### src/sv/cdq_pkg.sv
// Shared types and sizing constants for the circular double-ended queue.
// No dependencies; used by cdq_ctrl, cdq_dpath and circular_double_ended_queue.
`default_nettype none

package cdq_pkg;

  localparam int DEPTH  = 16;
  localparam int DATA_W = 32;
  localparam int CMD_W  = 2;
  localparam int STAT_W = 2;
  localparam int OCC_W  = 5;
  localparam int IDX_W  = (DEPTH > 1) ? $clog2(DEPTH) : 1;
  localparam int CNT_W  = $clog2(DEPTH + 1);

  typedef enum logic [CMD_W-1:0] {
    CMD_PUSH_REAR  = 2'd0,
    CMD_PUSH_FRONT = 2'd1,
    CMD_POP_FRONT  = 2'd2,
    CMD_POP_REAR   = 2'd3
  } cmd_e;

  typedef enum logic [STAT_W-1:0] {
    STAT_DONE  = 2'd0,
    STAT_FULL  = 2'd1,
    STAT_EMPTY = 2'd2
  } status_e;

  typedef enum logic {
    ST_IDLE = 1'b0,
    ST_RESP = 1'b1
  } state_e;

  typedef struct packed {
    logic    exec;
    logic    write;
    logic    read;
    logic    front;
    status_e code;
  } ctrl_t;

  typedef struct packed {
    logic full;
    logic empty;
  } dp_stat_t;

endpackage

`default_nettype wire

### src/sv/cdq_ctrl.sv
// Controller for the circular double-ended queue: command decode and beat sequencing.
// Depends on cdq_pkg.
`default_nettype none

module cdq_ctrl (
  input  wire logic                clk_i,
  input  wire logic                rst_ni,
  input  wire logic                start_i,
  input  wire logic [cdq_pkg::CMD_W-1:0] command_i,
  input  wire cdq_pkg::dp_stat_t   stat_i,
  output cdq_pkg::ctrl_t           ctrl_o,
  output logic                     busy_o,
  output logic                     done_o
);

  cdq_pkg::state_e state_q, state_d;
  cdq_pkg::cmd_e   cmd;

  assign cmd = cdq_pkg::cmd_e'(command_i);

  always_ff @(posedge clk_i or negedge rst_ni) begin
    if (!rst_ni) begin
      state_q <= cdq_pkg::ST_IDLE;
    end else begin
      state_q <= state_d;
    end
  end

  always_comb begin
    state_d = state_q;
    case (state_q)
      cdq_pkg::ST_IDLE: begin
        if (start_i) begin
          state_d = cdq_pkg::ST_RESP;
        end
      end
      cdq_pkg::ST_RESP: begin
        state_d = cdq_pkg::ST_IDLE;
      end
      default: begin
        state_d = cdq_pkg::ST_IDLE;
      end
    endcase
  end

  always_comb begin
    ctrl_o       = '0;
    ctrl_o.code  = cdq_pkg::STAT_DONE;
    busy_o       = 1'b0;
    done_o       = 1'b0;
    case (state_q)
      cdq_pkg::ST_IDLE: begin
        ctrl_o.exec = start_i;
        case (cmd)
          cdq_pkg::CMD_PUSH_REAR, cdq_pkg::CMD_PUSH_FRONT: begin
            ctrl_o.front = (cmd == cdq_pkg::CMD_PUSH_FRONT);
            if (stat_i.full) begin
              ctrl_o.code = cdq_pkg::STAT_FULL;
            end else begin
              ctrl_o.write = start_i;
            end
          end
          cdq_pkg::CMD_POP_FRONT, cdq_pkg::CMD_POP_REAR: begin
            ctrl_o.front = (cmd == cdq_pkg::CMD_POP_FRONT);
            if (stat_i.empty) begin
              ctrl_o.code = cdq_pkg::STAT_EMPTY;
            end else begin
              ctrl_o.read = start_i;
            end
          end
          default: begin
            ctrl_o.code = cdq_pkg::STAT_DONE;
          end
        endcase
      end
      cdq_pkg::ST_RESP: begin
        busy_o = 1'b1;
        done_o = 1'b1;
      end
      default: begin
        busy_o = 1'b0;
      end
    endcase
  end

endmodule

`default_nettype wire

### src/sv/cdq_dpath.sv
// Datapath for the circular double-ended queue: slot memory, head/tail indices, count.
// Depends on cdq_pkg.
`default_nettype none

module cdq_dpath (
  input  wire logic                        clk_i,
  input  wire logic                        rst_ni,
  input  wire cdq_pkg::ctrl_t              ctrl_i,
  input  wire logic signed [cdq_pkg::DATA_W-1:0] push_value_i,
  output cdq_pkg::dp_stat_t                stat_o,
  output logic [cdq_pkg::STAT_W-1:0]       status_o,
  output logic signed [cdq_pkg::DATA_W-1:0] popped_value_o,
  output logic [cdq_pkg::OCC_W-1:0]        occupancy_o
);

  localparam logic [cdq_pkg::IDX_W-1:0] IdxMax = cdq_pkg::IDX_W'(cdq_pkg::DEPTH - 1);
  localparam logic [cdq_pkg::CNT_W-1:0] CntMax = cdq_pkg::CNT_W'(cdq_pkg::DEPTH);

  logic [cdq_pkg::DATA_W-1:0] mem_q [cdq_pkg::DEPTH];
  logic [cdq_pkg::DATA_W-1:0] rdata_q;
  logic [cdq_pkg::IDX_W-1:0]  head_q, head_d, tail_q, tail_d;
  logic [cdq_pkg::IDX_W-1:0]  head_inc, head_dec, tail_inc, tail_dec, addr;
  logic [cdq_pkg::CNT_W-1:0]  count_q, count_d;
  cdq_pkg::status_e           status_q;
  logic                       pop_ok_q;
  logic [cdq_pkg::CNT_W+cdq_pkg::OCC_W-1:0] count_ext;

  assign head_inc = (head_q == IdxMax) ? '0 : head_q + 1'b1;
  assign head_dec = (head_q == '0) ? IdxMax : head_q - 1'b1;
  assign tail_inc = (tail_q == IdxMax) ? '0 : tail_q + 1'b1;
  assign tail_dec = (tail_q == '0) ? IdxMax : tail_q - 1'b1;

  assign stat_o.full  = (count_q == CntMax);
  assign stat_o.empty = (count_q == '0);

  always_comb begin
    head_d  = head_q;
    tail_d  = tail_q;
    count_d = count_q;
    addr    = tail_q;
    if (ctrl_i.write) begin
      count_d = count_q + 1'b1;
      if (ctrl_i.front) begin
        head_d = head_dec;
        addr   = head_dec;
      end else begin
        tail_d = tail_inc;
        addr   = tail_q;
      end
    end else if (ctrl_i.read) begin
      count_d = count_q - 1'b1;
      if (ctrl_i.front) begin
        head_d = head_inc;
        addr   = head_q;
      end else begin
        tail_d = tail_dec;
        addr   = tail_dec;
      end
    end
  end

  always_ff @(posedge clk_i or negedge rst_ni) begin
    if (!rst_ni) begin
      head_q   <= '0;
      tail_q   <= '0;
      count_q  <= '0;
      status_q <= cdq_pkg::STAT_DONE;
      pop_ok_q <= 1'b0;
    end else begin
      head_q  <= head_d;
      tail_q  <= tail_d;
      count_q <= count_d;
      if (ctrl_i.exec) begin
        status_q <= ctrl_i.code;
        pop_ok_q <= ctrl_i.read;
      end
    end
  end

  always_ff @(posedge clk_i) begin
    if (ctrl_i.write) begin
      mem_q[addr] <= push_value_i;
    end
    if (ctrl_i.read) begin
      rdata_q <= mem_q[addr];
    end
  end

  assign count_ext      = {{cdq_pkg::OCC_W{1'b0}}, count_q};
  assign occupancy_o    = count_ext[cdq_pkg::OCC_W-1:0];
  assign status_o       = status_q;
  assign popped_value_o = pop_ok_q ? $signed(rdata_q) : '0;

endmodule

`default_nettype wire

### src/sv/circular_double_ended_queue.sv
// Circular double-ended queue of 32-bit signed words; top level.
// A command taken while idle gives its result strobe, done_o, in the next cycle.
// No new command is taken in the result cycle; busy is high in the result cycle,
// while the registered read of the slot memory is presented.
// Reset: asynchronous, active low; empties the queue, slot contents stay undefined.
// Depends on cdq_pkg, cdq_ctrl and cdq_dpath; results cannot be stalled.
`default_nettype none

module circular_double_ended_queue (
  input  wire logic                               clk_i,
  input  wire logic                               rst_ni,
  input  wire logic                               start,
  output logic                                    busy,
  input  wire logic [cdq_pkg::CMD_W-1:0]          command_i,
  input  wire logic signed [cdq_pkg::DATA_W-1:0]  push_value_i,
  output logic                                    done_o,
  output logic [cdq_pkg::STAT_W-1:0]              status_o,
  output logic signed [cdq_pkg::DATA_W-1:0]       popped_value_o,
  output logic [cdq_pkg::OCC_W-1:0]               occupancy_o
);

  cdq_pkg::ctrl_t    ctrl;
  cdq_pkg::dp_stat_t stat;

  cdq_ctrl u_ctrl (
    .clk_i     (clk_i),
    .rst_ni    (rst_ni),
    .start_i   (start),
    .command_i (command_i),
    .stat_i    (stat),
    .ctrl_o    (ctrl),
    .busy_o    (busy),
    .done_o    (done_o)
  );

  cdq_dpath u_dpath (
    .clk_i          (clk_i),
    .rst_ni         (rst_ni),
    .ctrl_i         (ctrl),
    .push_value_i   (push_value_i),
    .stat_o         (stat),
    .status_o       (status_o),
    .popped_value_o (popped_value_o),
    .occupancy_o    (occupancy_o)
  );

endmodule

`default_nettype wire
### config.mk
export PLATFORM = sky130hd
export DESIGN_NAME = circular_double_ended_queue
export DESIGN_NICKNAME = d
export VERILOG_FILES = /design/src/sv/cdq_pkg.sv /design/src/sv/cdq_ctrl.sv /design/src/sv/cdq_dpath.sv /design/src/sv/circular_double_ended_queue.sv
export SDC_FILE = /design/constraint.sdc
export NUM_CORES = 1
export LEC_CHECK = 0
export ABC_AREA = 0
export BUFFER_PORTS_ARGS = -buffer_cell sky130_fd_sc_hd__buf_4
export CAP_MARGIN = 30
export CORE_UTILIZATION = 62
export DETAILED_ROUTE_END_ITERATION = 10
export PLACE_DENSITY = 0.89
export SETUP_SLACK_MARGIN = 0.4
export SYNTH_ARGS = -nofsm -noshare
export SYNTH_HDL_FRONTEND = slang
export SYNTH_SLANG_ARGS = --single-unit
### constraint.sdc
create_clock -name clk_i -period 4.9 [get_ports clk_i]
set_input_delay 0.98 -clock clk_i [delete_from_list [all_inputs] [get_ports clk_i]]
set_output_delay 0.98 -clock clk_i [all_outputs]
set_load 0.02 [all_outputs]
Word-level counts from Yosys, hierarchy flattened
Memories as Yosys holds them, arrays and structs flattened. A register that Yosys moved wholly into a read port is not among the register bits. Cells that the tools add are included.

Bits of input ports: 37. Memory bits (writable): 512. Output and inout bits: 41. Memories kept: 1. Flip-flop bits (word level): 17. Logic and storage cells: 65.

Equal/unequal tests: 10. Mux-type cells: 32. Bitwise operators: 1. Add/subtract/negate cells: 6. Reductions and logical operators: 9.

Memory list: u_dpath.mem_q (depth 16, bits a word 32, read ports 1, clocked after Yosys merged registers in 1, write ports 1, RTL line cdq_dpath.sv:19) `logic [cdq_pkg::DATA_W-1:0] mem_q [cdq_pkg::DEPTH];`.

Operator list (count): $mux W4 (16); $mux W32 (1); $mux W5 (2); $mux W1 (9); $add A4 B1 Y4 const B (2); $eq A4 B4 Y1 const B (2); $logic_not A4 Y1 (2); $ne A2 B2 Y1 const B (4); $sub A4 B1 Y4 const B (2); $mux W6 (1); $pmux W3 S2 (1); $reduce_and A3 Y1 (2); $add A5 B1 Y5 const B (1); $eq A5 B5 Y1 const B (1); $logic_not A5 Y1 (1); $sub A5 B1 Y5 const B (1); $eq A2 B2 Y1 const B (2); $reduce_or A2 Y1 (2); $eq A2 B1 Y1 const B (1); $logic_not A2 Y1 (1); $mux W2 (1); $pmux W1 S2 (1); $reduce_bool A2 Y1 (1); $not A1 Y1 (1).

Logic depth before layout (Yosys ltp)
Gate-level depths: netlist of the first run.

Word-level depth: 7. Mapped depth: 14.

Cells and area by module
Synthesis of the first run repeated with hierarchy kept, for this count alone.

Cell total of the unflattened synthesis: 2467. Area, all modules: 28228.3 um^2.

By module, submodules not included: cdq_dpath (times used 1, sequential area each 16736.1 um^2, cells each 2449, area an instance 28054.4 um^2); cdq_ctrl (times used 1, sequential area each 25.0 um^2, cells each 18, area an instance 173.9 um^2).

Worst setup path before layout of the first run
OpenSTA, ideal clock, no wires.

Kind: input -> register. Start point: input port command_i[0] (netlist bit). End point: memory u_dpath.mem_q[2][0] (netlist bit) (enable). Required time: 4.479 ns. Cell stages on the path: 12. Arrival time: 4.437 ns. Path slack: 0.042 ns. Path buffers: 3. Cell sequence: inv_1 ha_1 nor2_1 a211o_1 buf_4 inv_2 o211ai_1 nand3b_1 buf_4 buf_4 nand2_1 nor2_1.

RTL lines: start: declaration (RTL line circular_double_ended_queue.sv:14) `input wire logic [cdq_pkg::CMD_W-1:0] command_i,`; end: declaration (RTL line cdq_dpath.sv:19).

Final worst setup path of the first run
Start point: register u_dpath.count_q (netlist bit u_dpath.occupancy_o[1]). End point: memory u_dpath.mem_q[4][0] (netlist bit) (enable).

Word-level cells in the longest chain between the ends: 6. Elaborated cells on any way between the ends: 11. Those cells by class: eq/ne (1); mux (9); reduce/logical (1).

RTL lines: start: declaration (RTL line cdq_dpath.sv:23) `logic [cdq_pkg::CNT_W-1:0] count_q, count_d;`; start signal: assignment (RTL line cdq_dpath.sv:72) `count_q <= count_d;`; $eq A5 B5 Y1 / $logic_not A5 Y1 (equally long branches) (RTL line cdq_dpath.sv:33, cdq_dpath.sv:34); $mux W1, on equally long branches (RTL line cdq_ctrl.sv:57, cdq_ctrl.sv:65); $mux W1 (RTL line cdq_ctrl.sv:54) `case (cmd)`; $mux W6 * (RTL line cdq_ctrl.sv:51) `case (state_q)`; $mux W1 / $mux W4 (equally long branches) (RTL line cdq_dpath.sv:81, cdq_dpath.sv:50); $mux W1 (implied by the code) / $mux W4 (equally long branches) (RTL line cdq_dpath.sv:82, cdq_dpath.sv:41).

Mark *: on every way between the ends. The rest lies on a longest branch, timed or not.

==> results.yml, run 1 <==
clock_tree:
  clkTransAtPathRegs_ns: 0.06
  cts-root-buf: "clkbuf_16"
  clk_latency_ns: 0.60
  tritoncts: "done"
  cts.sinks: 561
  ctsHoldBuffers: 0
  cts_htree_levels: 2
  cts_buffers: 53
  clock_path_buffers: 3
timing:
  fmax_mhz: 243.1
  tns_ns: 0
  fin_skew_ns: 0.02102
  holdWs_ns: 0.2615
  grt_setup_unrepaired: "false"
  drv_slew: 0
  setup_viol: 0
  fin_ws_ns: 0.7871
  finalHoldViolCount: 0
  finalCriticalPeriod_ns: 4.113
  tightest_slew_ns: 0.7318
  slew_headroom: 0.5121
  fin_crit_sh: 0.8394
global_route:
  grt-ovfl-total: 0
  antenna_found_initial: 0
  grt_pass1_vias: 14850
  track_usage: 0.3127
  grt_max_degree: 125
  grt_pass1_wl_um: 89510
route:
  drc: 0
  vias: 14860
  ant_nets: 0
  drtIter0Drc: 1770
  wl_per_cell_um: 27.38
  drt_pre_antenna_iters: 6
  vias_per_cell: 6.890
  wl_um: 59020
floorplanning:
  initial_core_util: 0.6340
  die_y_um: 196.2
  die_width_um: 196.2
  num_io_pins: 78
  die_area_sq_um: 38480
  row_count: 70
  core-area_sq_um: 36870
synth:
  synth_seq_cells: 561
  synth-edff-count: 544
  syn_inst: 1541
  syn_area_per_cell_sq_um: 15.17
  synth_nets: 1590
  synth_flop_cell: "edfxtp_1"
  synth.distinct_cells: 54
  yosysSeqAreaShare: 0.7170
  async_flop_share: 0.03030
  syn-cell-area_sq_um: 23380
  ys_warn_count: 0
worst_setup_path:
  crit_fanout: 25
  cp.required_ns: 5.12
  worstSetupPathType: "register to register"
  endpoint_kind: "register"
  crit_arrival_ns: 4.33
  worstSetupStartpointType: "register"
place:
  gp_congestion: 0.8561
  dp_hpwl_um: 32060
  pre_cts_slack_ns: 0.09972
  portBuffers: 77
  dp_cells: 2064
pwr:
  p_leak_nw: 9.181
  power_mw: 13.68
  peakVddDrop_v: 0.0003601
  p_per_area_nw_per_um2: 515.4
finish:
  diodes: 0
  area_delta_synth_final_pct: 13.57
  final_cells: 2156
  regArea_sq_um: 16760
  fillers: 2127
  num-nets-final: 1664
  multi_input_area_sq_um: 5690
  layout-drive-gt1-share: 0.1846
flow_run:
  cap_violations: 0
status:
  status: "finished, final reports clean"
hold_path:
  hold_path.class: "input port to async pin"
## Yosys cell counts (12+ instances only)
master	instances	area share
a21oi_1	17	0.0036
and2_1	32	0.0086
buf_2	12	0.0026
buf_4	15	0.0048
clkbuf_1	82	0.013
dfrtp_1	17	0.018
edfxtp_1	544	0.70
inv_1	138	0.022
mux2_1	69	0.033
mux2_2	56	0.027
nand2_1	17	0.0027
nand3_1	132	0.028
nand4_1	31	0.0083
nor2_1	30	0.0048
o211ai_1	127	0.041
o221ai_1	124	0.046
## worst paths after layout
path                                                         start                                 end  slack [ns]  cells past startpoint
worst max-delay path            u_dpath.occupancy_o[1]$_DFFE_PN0P_       u_dpath.mem_q[4][0]$_DFFE_PP_        0.79                      8
worst min-delay path                                        rst_ni  u_dpath.occupancy_o[2]$_DFFE_PN0P_        0.26                      1
worst max register to register  u_dpath.occupancy_o[1]$_DFFE_PN0P_       u_dpath.mem_q[4][0]$_DFFE_PP_        0.79                      8
worst min register to register     u_dpath.status_o[1]$_DFFE_PN0P_     u_dpath.status_o[1]$_DFFE_PN0P_        0.50                      1
max in group asynchronous                                   rst_ni       u_dpath.head_q[1]$_DFFE_PN0P_        4.44                      1
min in group clk_i                 u_dpath.status_o[1]$_DFFE_PN0P_     u_dpath.status_o[1]$_DFFE_PN0P_        0.50                      1
## worst max-delay path, stage by stage, from the launching register on
cell     delay, ns
dfrtp_1       0.46
nor4_4        0.45
a211o_2       0.43
inv_2         0.23
nor2_1        0.50
a221o_1       0.40
nand3_1       0.46
nor2_4        0.28
buf_4         0.51
## power breakdown
group          internal (mW)  switching, mW  total [mW]
Combinational           1.47           2.55        4.02
Sequential              5.60          0.171        5.77
Clock                   2.18           1.71        3.89
## kinds of logic after synthesis
kind of cell | after synthesis | share of synthesized area
AOI/OAI and AO/OA | 310 | 0.1046
muxes | 130 | 0.06450
adders and majority gates | 12 | 0.006744
and+or+nand+nor | 255 | 0.05690
DFF | 561 | 0.7170
xor gates and xnor gates | 8 | 0.002997
buffers and inverters | 265 | 0.04721
## area by class of cell
class                   count  area share
inverters                 140     0.01979
flip-flops and latches    561      0.6314
repair buffers            144     0.05015
multi-input cells         715      0.2143
clock buffers              61     0.05109
well taps                 504     0.02375
clock inverters            31    0.009520
## placed cells by master, fill, tap and decap left out, types with 3 or more instances in the layout
master and instances:
a21oi_1 17, a22oi_1 3, a31oi_1 5, and2_1 32
buf_12 20, buf_4 124, bufinv_16 4, clkbuf_1 8
clkbuf_16 53, clkinv_1 13, clkinv_2 10, dfrtp_1 17
edfxtp_1 544, ha_1 11, inv_1 138, mux2_1 69
mux2_2 56, mux4_2 4, nand2_1 17, nand2b_1 4
nand3_1 132, nand4_1 31, nor2_1 10, nor2_4 20
o211ai_1 127, o21ai_0 9, o221ai_1 124, xnor2_1 6
## flip-flops by register name (all words and copies together), names as in the netlist
| signal | flops |
|---|---|
| u_dpath.tail_q | 4 |
| u_ctrl.state_q | 1 |
| u_dpath.head_q | 4 |
| u_dpath.status_o | 2 |
| u_dpath.pop_ok_q | 1 |
| u_dpath.occupancy_o | 5 |
| u_dpath.rdata_q | 32 |
| u_dpath.mem_q | 512 |
## stage by stage
stage | cell area, sq um | utilization
after floorplan | 23380 | -
after global placement | 24920 | 0.6758
after detailed placement | 24940 | 0.6763
after CTS | 26550 | 0.7200
after global routing | 26550 | 0.7200
final | 26550 | 0.7200
## layer usage
layer  share of wire  global-route usage
met1            0.36              0.4273
met2            0.48              0.4949
met3            0.11             0.05897
met4           0.044              0.1392
met5               0                   0
## what timing repair did
action                     in CTS  in global routing
resized for setup               0                  1
setup buffers                   0                  0
setup endpoints to repair       0                 25
(Power assumes the default switching activity.)
==> run 2, diff against run 1 <==
--- a/config.mk
+++ b/config.mk
@@ -5,7 +5,7 @@
 export SDC_FILE = /design/constraint.sdc
 export NUM_CORES = 1
 export LEC_CHECK = 0
-export ABC_AREA = 0
+export ABC_AREA = 1
 export BUFFER_PORTS_ARGS = -buffer_cell sky130_fd_sc_hd__buf_4
 export CAP_MARGIN = 30
 export CORE_UTILIZATION = 62
==> constraint.sdc (replaced) <==
create_clock -name clk_i -period 4 [get_ports clk_i]
set_input_delay 0.8 -clock clk_i [delete_from_list [all_inputs] [get_ports clk_i]]
set_output_delay 0.8 -clock clk_i [all_outputs]
set_load 0.02 [all_outputs]
==> results.yml, run 2 <==
flow_run:
  cap_violations: 0
place:
  dp_cells: 2907
  dp_hpwl_um: 31480
  dpl-instance-area_sq_um: 25780
  gp_congestion: 0.7997
  portBuffers: 77
  pre_cts_slack_ns: 0.3745
floorplanning:
  core-area_sq_um: 38830
  die_width_um: 201.0
  row_count: 72
  initial_core_util: 0.6325
  num_io_pins: 78
  die_y_um: 201.0
  die_area_sq_um: 40410
clock_tree:
  cts-resized-gates: 0
  cts_htree_levels: 2
  cts.sinks: 561
  clk_latency_ns: 0.63
  ctsHoldBuffers: 0
  cts_setup_buffers: 0
  clkTransAtPathRegs_ns: 0.06
  cts-root-buf: "clkbuf_16"
  tritoncts: "done"
  cts_buffers: 53
  clock_path_buffers: 3
finish:
  largest_register_ffs: 512
  final_cells: 3005
  layout_common_cells: "nand2_1 (1203), edfxtp_1 (544), nand3_1 (265)"
  final_common_cell: "nand2_1"
  diodes: 0
  final_area_sq_um: 27500
  regMostFlops: "u_dpath.mem_q"
  regArea_sq_um: 16760
  num-nets-final: 2493
  final_core_util: 0.7081
  multi_input_area_sq_um: 6777
  fillers: 2456
  layout-drive-gt1-share: 0.1009
  area_delta_synth_final_pct: 11.96
worst_setup_path:
  cp.required_ns: 4.44
  worstSetupPathType: "input port to register"
  reg2reg_from: "u_dpath.head_q[0]$_DFFE_PN0P_"
  crit_arrival_ns: 3.60
  worstSetupStartpointType: "input port"
  endpoint_kind: "register"
  crit_fanout: 146
  crit_start: "command_i[0]"
global_route:
  use_met2: 0.5017
  grt_pass1_wl_um: 93800
  grt-ovfl-total: 0
  busiest_layer: "met2"
  track_usage: 0.3016
  antenna_found_initial: 0
  grt_use_met3: 0.05990
  grt_max_degree: 147
  grt_use_met1: 0.3763
  grt_pass1_vias: 17620
route:
  drc: 0
  ant_nets: 0
  vias_per_cell: 5.922
  wl_per_cell_um: 20.20
  drtIter0Drc: 2291
  drt_pre_antenna_iters: 6
  vias: 17800
  wl_um: 60690
timing:
  finalHoldViolCount: 0
  slew_headroom: 0.5354
  fmax_mhz: 316.9
  finalCriticalPeriod_ns: 3.156
  fin_skew_ns: 0.03461
  fin_crit_sh: 0.7890
  drv_slew: 0
  tns_ns: 0
  fin_ws_ns: 0.8440
  tightest_slew_ns: 0.6969
  grt_setup_unrepaired: "false"
  holdWs_ns: 0.05440
  setup_viol: 0
pwr:
  p_leak_nw: 11.72
  peakVddDrop_v: 0.0006771
  power_mw: 18.45
  p_per_area_nw_per_um2: 670.9
synth:
  synth_seq_cells: 561
  synth_top_area_share: 0.6652
  syn_inst: 2390
  ys_warn_count: 0
  synth_area_leaders: "edfxtp_1 (67%), nand2_1 (18%), nand3_1 (5.4%)"
  synth-adder-area-share: 0.006419
  synth_nets: 2439
  synth_flop_cell: "edfxtp_1"
  synth_mux_area_frac: 0.0004076
  syn-cell-area_sq_um: 24560
  yosysSeqAreaShare: 0.6825
  synth_top_family_by_area: "simple AND/OR/NAND/NOR gates"
  netlist_top_cells_count: "nand2_1 (1203), edfxtp_1 (544), nand3_1 (265)"
  synth_compound_area_frac: 0.007082
  yosysMostFrequentCell: "nand2_1"
  async_flop_share: 0.03030
  syn_area_per_cell_sq_um: 10.28
  synth.distinct_cells: 35
  yosys.area_share.simple: 0.2525
  synth_xor_area_frac: 0.002853
  synth-edff-count: 544
  yosysTopAreaCell: "edfxtp_1"
hold_path:
  hold_path.class: "input port to async pin"
status:
  status: "finished, final reports clean"
run 2: cell types whose count changed after synthesis, sizes merged, moves of 32 or more:
cell    delta
nand3    +136
clkbuf    -70
nand2   +1194
mux2     -125
and2      -32
o211ai   -126
buf       +77
o221ai   -124
run 2: layer usage:
metal / wire length, um / vias up
met5: 0 / -
met4: 2974 / 0
li1: - / 7980
met1: 21310 / 8397
met2: 29760 / 1196
met3: 6639 / 223
run 2: layout make-up:
type	instances	share of cell area
flip-flops and latches	561	0.6096
multi-input cells	1576	0.2465
clock buffers	61	0.04933
repair buffers	131	0.04123
well taps	518	0.02357
inverters	121	0.01670
clock inverters	37	0.01311
run 2: cells by family after synthesis:
group,Yosys count
AOI/OAI and AO/OA,32
and+or+nand+nor,1523
buffers and inverters,253
muxes,1
adders and majority gates,12
xor gates and xnor gates,8
DFF,561
run 2: power by group:
| group | internal [mW] | switching, mW | total (mW) |
|---|---|---|---|
| Sequential | 6.86 | 0.163 | 7.03 |
| Clock | 2.82 | 2.16 | 4.98 |
| Combinational | 1.81 | 4.62 | 6.44 |
| Total | 11.5 | 6.95 | 18.4 |
run 2: path summary, 6_finish.rpt:
check	to	slack (ns)	cells past startpoint
setup / recovery	u_dpath.rdata_q[15]$_DFFE_PN_	0.84	20
hold / removal	u_dpath.status_o[0]$_DFFE_PN0P_	0.05	1
setup reg to reg	u_dpath.rdata_q[6]$_DFFE_PN_	0.87	16
hold reg to reg	u_dpath.status_o[0]$_DFFE_PN0P_	0.50	2
max in group asynchronous	u_dpath.tail_q[2]$_DFFE_PN0P_	3.75	1
min in group clk_i	u_dpath.mem_q[8][28]$_DFFE_PP_	0.46	1
run 2: critical path, stage by stage:
cell and delay, ns:
buf_4 0.10, inv_1 0.05, ha_1 0.27, nand2_1 0.24, inv_1 0.23, nand2_1 0.07, nand2_1 0.08, nand2_1 0.06
nand2_2 0.10, nand2_8 0.08, nand2_8 0.16, buf_12 0.53, nand2_1 0.15, nand2_1 0.09, nand2_1 0.05, nand2_1 0.10
nand2_1 0.06, nand2_1 0.09, inv_1 0.04, nand2_1 0.12
